$ cat config.mk
export PLATFORM = sky130hd
export DESIGN_NAME = rrc_lane
export DESIGN_NICKNAME = d
export VERILOG_FILES = /design/src/hdl/rational_reduce_and_compare_core_assert.svh /design/src/hdl/rrc_pkg.sv /design/src/hdl/rrc_lane.sv
export SDC_FILE = /design/constraint.sdc
export NUM_CORES = 1
export LEC_CHECK = 0
export BUFFER_PORTS_ARGS = -buffer_cell sky130_fd_sc_hd__buf_2
export CORE_MARGIN = 2
export CORE_UTILIZATION = 45
export CTS_CLUSTER_SIZE = 28
export DETAILED_ROUTE_END_ITERATION = 10
export SYNTH_ARGS = -nofsm -noshare
export SYNTH_HDL_FRONTEND = slang
export SYNTH_SLANG_ARGS = --single-unit
$ cat constraint.sdc
create_clock -name clk -period 6.8 [get_ports clk]
set_clock_uncertainty 0.05 [all_clocks]
set_input_delay 0.68 -clock clk [delete_from_list [all_inputs] [get_ports clk]]
set_output_delay 0.68 -clock clk [all_outputs]
set_load 0.03 [all_outputs]
$ cat src/hdl/rational_reduce_and_compare_core_assert.svh
// Assertion macros for the rational reduce and compare core
`ifndef RATIONAL_REDUCE_AND_COMPARE_CORE_ASSERT_SVH
`define RATIONAL_REDUCE_AND_COMPARE_CORE_ASSERT_SVH
// implication check on the rising clock, reset disables
`define RRC_ASSERT_IMP(label, ante, cons) \
label: assert property (@(posedge clk) disable iff (!arst_n) (ante) |-> (cons)) \
else $error("rrc check failed");
// next-cycle implication check
`define RRC_ASSERT_NXT(label, ante, cons) \
label: assert property (@(posedge clk) disable iff (!arst_n) (ante) |=> (cons)) \
else $error("rrc check failed");
`endif

$ cat src/hdl/rrc_pkg.sv
`timescale 1ns / 1ps
// ---------------------------------------------------------------------------
// rrc_pkg
// Shared widths of the request, result and flag fields.
// ---------------------------------------------------------------------------
package rrc_pkg;
	localparam int unsigned VALUE_WIDTH_DEF = 32;
	localparam int unsigned FIELD_W = 32;
	localparam int unsigned DEN_W = 31;
	localparam int unsigned IN_W = 4 * FIELD_W;
	localparam int unsigned OUT_W = 2 * FIELD_W + 2 * DEN_W;
	localparam int unsigned OUT_BYTES_W = ((OUT_W + 7) / 8) * 8;
	localparam int unsigned FLAG_W = 3;
	localparam int unsigned FLAG_BYTES_W = 8;
endpackage

$ cat src/hdl/rrc_lane.sv
`timescale 1ns / 1ps
// ---------------------------------------------------------------------------
// rrc_lane
// Reduce one fraction: binary GCD, then two restoring divisions by it.
// ---------------------------------------------------------------------------
module rrc_lane #(
	parameter int unsigned W = rrc_pkg::VALUE_WIDTH_DEF
) (
	input  logic         clk,
	input  logic         arst_n,
	input  logic         start,
	input  logic [W-2:0] num_mag,
	input  logic [W-2:0] den_mag,
	output logic         done,
	output logic [W-2:0] num_red,
	output logic [W-2:0] den_red
);
	import rrc_pkg::*;

	localparam int unsigned M = W - 1;
	localparam int unsigned CW = $clog2(M + 1);

	typedef enum logic [2:0] {ST_IDLE, ST_GCD, ST_SHIFT, ST_DIVN, ST_DIVD, ST_DONE} state_t;

	state_t        state_q;
	logic [M-1:0]  a_q, b_q, g_q, quo_q, dvd_q;
	logic [M-1:0]  num_q, den_q;
	logic [M:0]    rem_q;
	logic [CW-1:0] sh_q, cnt_q;
	logic [M:0]    trial;
	logic [M-1:0]  diff;

	assign trial = {rem_q[M-1:0], dvd_q[M-1]} - {1'b0, g_q};
	assign diff = (a_q > b_q) ? a_q - b_q : b_q - a_q;

	always_ff @(posedge clk or negedge arst_n) begin
		if (!arst_n) begin
			state_q <= ST_IDLE;
			done <= 1'b0;
		end else begin
			done <= 1'b0;
			unique case (state_q)
				ST_IDLE: begin
					if (start) begin
						a_q <= num_mag;
						b_q <= den_mag;
						num_q <= num_mag;
						den_q <= den_mag;
						sh_q <= '0;
						state_q <= ST_GCD;
					end
				end
				ST_GCD: begin
					if (a_q == b_q) begin
						g_q <= a_q;
						state_q <= ST_SHIFT;
					end else if (!a_q[0] && !b_q[0]) begin
						a_q <= a_q >> 1;
						b_q <= b_q >> 1;
						sh_q <= sh_q + 1'b1;
					end else if (!a_q[0]) begin
						a_q <= a_q >> 1;
					end else if (!b_q[0]) begin
						b_q <= b_q >> 1;
					end else if (a_q > b_q) begin
						a_q <= diff >> 1;
					end else begin
						b_q <= diff >> 1;
					end
				end
				ST_SHIFT: begin
					if (sh_q != '0) begin
						g_q <= g_q << 1;
						sh_q <= sh_q - 1'b1;
					end else begin
						dvd_q <= num_q;
						rem_q <= '0;
						cnt_q <= CW'(M);
						state_q <= ST_DIVN;
					end
				end
				ST_DIVN, ST_DIVD: begin
					dvd_q <= dvd_q << 1;
					if (!trial[M]) begin
						rem_q <= trial;
						quo_q <= {quo_q[M-2:0], 1'b1};
					end else begin
						rem_q <= {rem_q[M-1:0], dvd_q[M-1]};
						quo_q <= {quo_q[M-2:0], 1'b0};
					end
					cnt_q <= cnt_q - 1'b1;
					if (cnt_q == CW'(1)) begin
						if (state_q == ST_DIVN) begin
							num_red <= trial[M] ? {quo_q[M-2:0], 1'b0} : {quo_q[M-2:0], 1'b1};
							dvd_q <= den_q;
							rem_q <= '0;
							cnt_q <= CW'(M);
							state_q <= ST_DIVD;
						end else begin
							den_red <= trial[M] ? {quo_q[M-2:0], 1'b0} : {quo_q[M-2:0], 1'b1};
							state_q <= ST_DONE;
						end
					end
				end
				ST_DONE: begin
					done <= 1'b1;
					state_q <= ST_IDLE;
				end
				default: state_q <= ST_IDLE;
			endcase
		end
	end
endmodule

-- Word-level counts from Yosys, hierarchy flattened
Cells that the tools add are included.
- flip-flop bits (word level): 323
- input port bits: 65
- logic and storage cells: 108
- add/sub/neg operators: 6
- magnitude comparators: 1
- bitwise logic cells: 1
- mux-type cells: 44
- equality and inequality tests: 18
- reductions and logical operators: 22
- operator list (kind ; count):
    $mux 31 ; 22
    $pmux 31 s2 ; 5
    $sub 31x31->31 ; 2
    $mux 5 ; 7
    $sub 32x31->32 ; 1
    $eq 31x31->1 ; 1
    $gt 31x31->1 ; 1
    $reduce_and 4->1 ; 5
    $reduce_and 6->1 ; 3
    $pmux 5 s3 ; 1
    $ne 2x2->1 const B ; 7
    $mux 3 ; 4
    $ne 4x4->1 const B ; 3
    $pmux 3 s4 ; 1
    $pmux 5 s2 ; 1
    $sub 5x1->5 const B ; 2
    $eq 3x2->1 const B ; 2
    $eq 3x3->1 const B ; 2
    $reduce_and 3->1 ; 2
    $reduce_bool 2->1 ; 3
    $add 5x1->5 const B ; 1
    $eq 5x1->1 const B ; 1
    $reduce_and 5->1 ; 1
    $reduce_bool 5->1 ; 1
    10 further kinds ; 13

-- Longest topological paths before layout
- word-level depth: 8
- gate-level depth with buffers: 14

-- Worst setup path before layout
OpenSTA, ideal clock, no wires.
- path kind: reg-to-reg
- start point: register state_q[2]
- end point: register cnt_q[0], enable pin
- period minus slack after synthesis: 6.796 ns
- library setup time: 0.595 ns
- data arrival time: 6.150 ns
- required time: 6.155 ns
- stages on the path, launching flop included: 8
- buffers on the path: 2
- path slack: 0.004 ns
- cell sequence: dfrtp_1 -> clkbuf_1 -> nand2b_1 -> or2_2 -> clkbuf_1 -> inv_2 -> nand2_1 -> a21boi_0
- longest elaborated chain between the ends: 4
- ends and longest elaborated chain (item ; RTL line ; text):
    start: declaration ; rrc_lane.sv:25 ; state_t state_q;
    start signal: assignment ; rrc_lane.sv:38 ; state_q <= ST_IDLE;
    start signal: assignment ; rrc_lane.sv:50 ; state_q <= ST_GCD;
    start signal: assignment ; rrc_lane.sv:56 ; state_q <= ST_SHIFT;
    $eq 3x2->1 or $eq 3x3->1 (tied branches) ; rrc_lane.sv:42 ; unique case (state_q)
    $reduce_or 2->1 ; rrc_lane.sv:42 ;
    $reduce_bool 2->1 (no line) ; n/a ;
    $reduce_and 3->1 (no line) (*) ; n/a ;
    end signal: assignment ; rrc_lane.sv:78 ; cnt_q <= CW'(M);
    end signal: assignment ; rrc_lane.sv:91 ; cnt_q <= cnt_q - 1'b1;
    end signal: assignment ; rrc_lane.sv:97 ; cnt_q <= CW'(M);
    end: declaration ; rrc_lane.sv:29 ; logic [CW-1:0] sh_q, cnt_q;
Mark *: on every way between the ends. The rest lies on a longest branch, timed or not.
A chain may end at the register's enable or synchronous reset.

-- Final worst setup path
- start point: register a_q[1]
- end point: register a_q[18], enable pin
- longest elaborated chain between the ends: 3
- ends and longest elaborated chain (item ; RTL line ; text):
    start: declaration ; rrc_lane.sv:26 ; logic [M-1:0] a_q, b_q, g_q, quo_q, dvd_q;
    start signal: assignment ; rrc_lane.sv:45 ; a_q <= num_mag;
    start signal: assignment ; rrc_lane.sv:58 ; a_q <= a_q >> 1;
    start signal: assignment ; rrc_lane.sv:62 ; a_q <= a_q >> 1;
    $gt 31x31->1 or $eq 31x31->1 (tied branches) ; rrc_lane.sv:65, rrc_lane.sv:54 ;
    $ne 4x4->1 (no line) or $ne 2x2->1 (tied branches) ; n/a ;
    $reduce_and 6->1 (no line) (*) ; n/a ;
Marked as above.

==> out/qor.csv <==
stage;metric;value;unit
finish;fin cells;2349;
route;First DRT Iteration DRCs;1160;
route;DR WL/cell;20.8;µm
finish;P&R area growth vs syn;13.5;%
power;Power Total;0.00803;W
global_route;initial antenna violation count;0;
cts;H-tree depth;2;
setup_path;CP max stage cell;o31a_1;
setup_path;delay-heaviest family, CP;compound AO/OA/AOI/OAI gates;
global_route;vias in the first global route;13371;
place;number of I/O port buffers;127;
logic_synthesis;ys async rst share;0.0124;
cts;Worst-Skew Late Latency;0.58;ns
cts;clock slew seen by the registers of the worst setup and hold paths;0.06;ns
place;Routability Congestion;0.934;
place;Placed Instances;2281;
timing;Worst Setup Slack, final;2.50;ns
finish;commonest non-fill, non-tap cell in the layout;edfxtp_1;
timing;setup tns final;0;ns
finish;Fillers;3591;
setup_path;critical path fanouts, max;16;
floorplan;Ports;128;
setup_path;worst r2r src;a_q[1];
setup_path;Critical Path RT;6.98;ns
setup_path;CP Cell Sequence;inv_1 > ha_1 > nor2b_1 > o2111ai_1 > nand3_1 > a311oi_2 > o21ai_0 > a21o_1 > nand2_1 > a21oi_1 > o31a_1 > buf_4;
route;routed via count;13538;
timing;Slew HR;0.327;
floorplan;Die Ht;204;µm
power;Leakage;8.02;nW
global_route;grt total ovfl;0;
cts;clk sinks;323;
timing;fmax;232;MHz
job;max-cap violations;0;
place;Placement Setup Slack;2.52;ns
setup_path;RR Endpoint;a_q[18];
logic_synthesis;post-synthesis sequential area ratio;0.539;
cts;Root Driver;clkbuf_16;
setup_path;Reg2Reg Depth;12;
route;Routed Antenna Nets;0;
timing;Final Setup Violations;0;
floorplan;# rows;73;
global_route;GR Util All Layers;0.235;
global_route;largest net degree at the start of global routing;67;
cts;Max clock buf depth;3;
setup_path;crit path launch type;flop;
floorplan;core footprint;39500;µm²
finish;# diodes;0;
route;DRC errors left;0;
timing;pins over their slew limit;0;
floorplan;initial core utilization;0.454;
logic_synthesis;syn nets;1867;
logic_synthesis;Synth warnings;0;
logic_synthesis;Synth Register Bits;323;
timing;Slew @ Worst Pin;1.01;ns
global_route;first-pass GRT wire length;75.7;mm
cts;Resize count post-CTS;0;
finish;net count reported at finish;1964;
floorplan;die footprint;41500;µm²
power;power per cell area;394;nW/µm²
setup_path;Worst path max stage delay;0.72;ns
power;worst vdd ir;0.175;mV
min_path;Min-Delay Endpoint;num_q[19];
min_path;min-delay src;num_mag[19];
finish;share of cells above drive strength 1;0.132;
timing;unrepaired setup endpoints after global routing;false;
timing;Tmin final;4.30;ns
timing;post-route clock period utilization;0.633;
route;Vias/cell;5.76;
timing;Hold Fails Final Rpt;0;
cts;CTS tree;yes;
setup_path;CP Buf/Inv Count;2;
setup_path;flop2flop setup slack;2.50;ns
logic_synthesis;ys flop type;edfxtp_1;
logic_synthesis;Post-synth EDFFs;319;
finish;Register Area;9680;µm²
setup_path;WS Path Type;flop to flop;
min_path;hold-critical path depth;1;
logic_synthesis;Syn Inst Count;1699;
min_path;class of the worst hold path;input port to flop;
logic_synthesis;syn avg cell area;10.6;µm²
route;final WL;48.9;mm
logic_synthesis;Yosys cell types;74;
setup_path;crit end category;flop;
floorplan;Die Width;204;µm
finish;Multi-input gate area;7540;µm²
cts;TritonCTS Buffers;37;
route;TritonRoute pass-1 iters;6;
place;DP HPWL;35.2;mm
finish;most frequent cells in the layout;319 x edfxtp_1, 166 x nand2_1, 161 x nor2_1, 137 x a21oi_1, 127 x buf_2;
logic_synthesis;Synth Cell Area;18000;µm²
run_status;outcome;finished, final reports clean;
setup_path;CP arrival;4.49;ns
-- cells by family after synthesis --
logic type               synth area share
XOR/XNOR                           0.0375
multiplexers                      0.00286
flip-flops                          0.539
buffers and inverters              0.0453
AO/OA/AOI/OAI                       0.178
adder cells (fa/ha/maj)            0.0734
AND/OR/NAND/NOR                     0.124
-- synth_stat cells, types with 5 or more instances --
cell type,instances,area (µm²)
o31ai_1,7,52.6
a21oi_1,139,696
a22oi_1,30,225
and3_1,12,75.1
nand2_1,166,623
a211oi_1,14,105
nand3_1,33,165
a31o_2,6,52.6
nor2b_1,12,75.1
ha_1,99,1240
o211ai_1,6,45.0
o21a_1,8,60.1
clkbuf_1,78,293
or3_1,7,43.8
nor2_1,163,612
nand2b_1,15,93.8
o21ai_0,108,541
buf_2,9,45.0
nor3_1,27,135
o21bai_1,20,150
a21boi_0,7,52.6
nand4_1,18,113
or2_2,6,37.5
o31a_1,5,43.8
xor2_1,33,289
xnor2_1,44,385
inv_1,120,450
a21o_1,43,323
a221oi_1,55,482
and2_1,7,43.8
edfxtp_1,319,9580
nor4_1,7,43.8
a31oi_1,8,50.1
-- through the flow --
stage / instance area (µm²) / hold slack [ns] / utilization
CTS: 20400 / 0.229 / 0.516
global placement: 19100 / 0.374 / 0.483
global route: 20400 / 0.239 / 0.516
detailed placement: 19100 / 0.394 / 0.483
floorplan: 18000 / 0.334 / -
finish: 20400 / 0.255 / 0.516
-- timing repair --
action                                  CTS  global route
hold endpoints to repair                  4             0
hold buffers                              1             0
endpoints found under the setup margin    0             0
setup buffers                             0             0
-- metal layers --
| metal | track usage | wire length (µm) | vias up | part of all wire |
|---|---|---|---|---|
| met3 | 0.0407 | 2460 | 87 | 0.050 |
| met1 | 0.317 | 22200 | 6623 | 0.45 |
| met5 | 0 | 0 | - | 0 |
| met2 | 0.386 | 23000 | 381 | 0.47 |
| li1 | - | - | 6447 | - |
| met4 | 0.0746 | 1260 | 0 | 0.026 |
-- worst max path at each step --
stage | endpoint | from | cells after the start | slack, ns
global route | b_q[29] | a_q[3] | 11 | 2.14
detailed placement | a_q[23] | a_q[1] | 12 | 2.52
global placement | b_q[17] | a_q[3] | 11 | 2.64
finish | a_q[18] | a_q[1] | 12 | 2.50
CTS | a_q[18] | a_q[1] | 12 | 2.50
floorplan | cnt_q[0] | state_q[2] | 7 | 0.004
-- where the power goes --
part,internal [W],switching (W),total (W)
logic,0.00108,0.00198,0.00306
clock network,0.00120,0.000853,0.00205
registers,0.00273,0.000188,0.00292
total,0.00502,0.00302,0.00803
-- flip-flops by register name, indices dropped and copies added (netlist names) --
register,cells
num_red,31
sh_q,5
state_q,3
cnt_q,5
rem_q,31
done,1
a_q,31
den_q,31
den_red,31
g_q,31
num_q,31
b_q,31
dvd_q,31
quo_q,30
-- area by class of cell --
class                           count  share of cell area
Sequential cell                   323               0.475
Clock inverter                     25              0.0140
Multi-Input combinational cell   1165               0.370
Inverter                          121              0.0223
Tap cell                          525              0.0322
Timing Repair Buffer              148              0.0390
Clock buffer                       42              0.0478
Note: power is estimated with default switching activity, not from simulation.
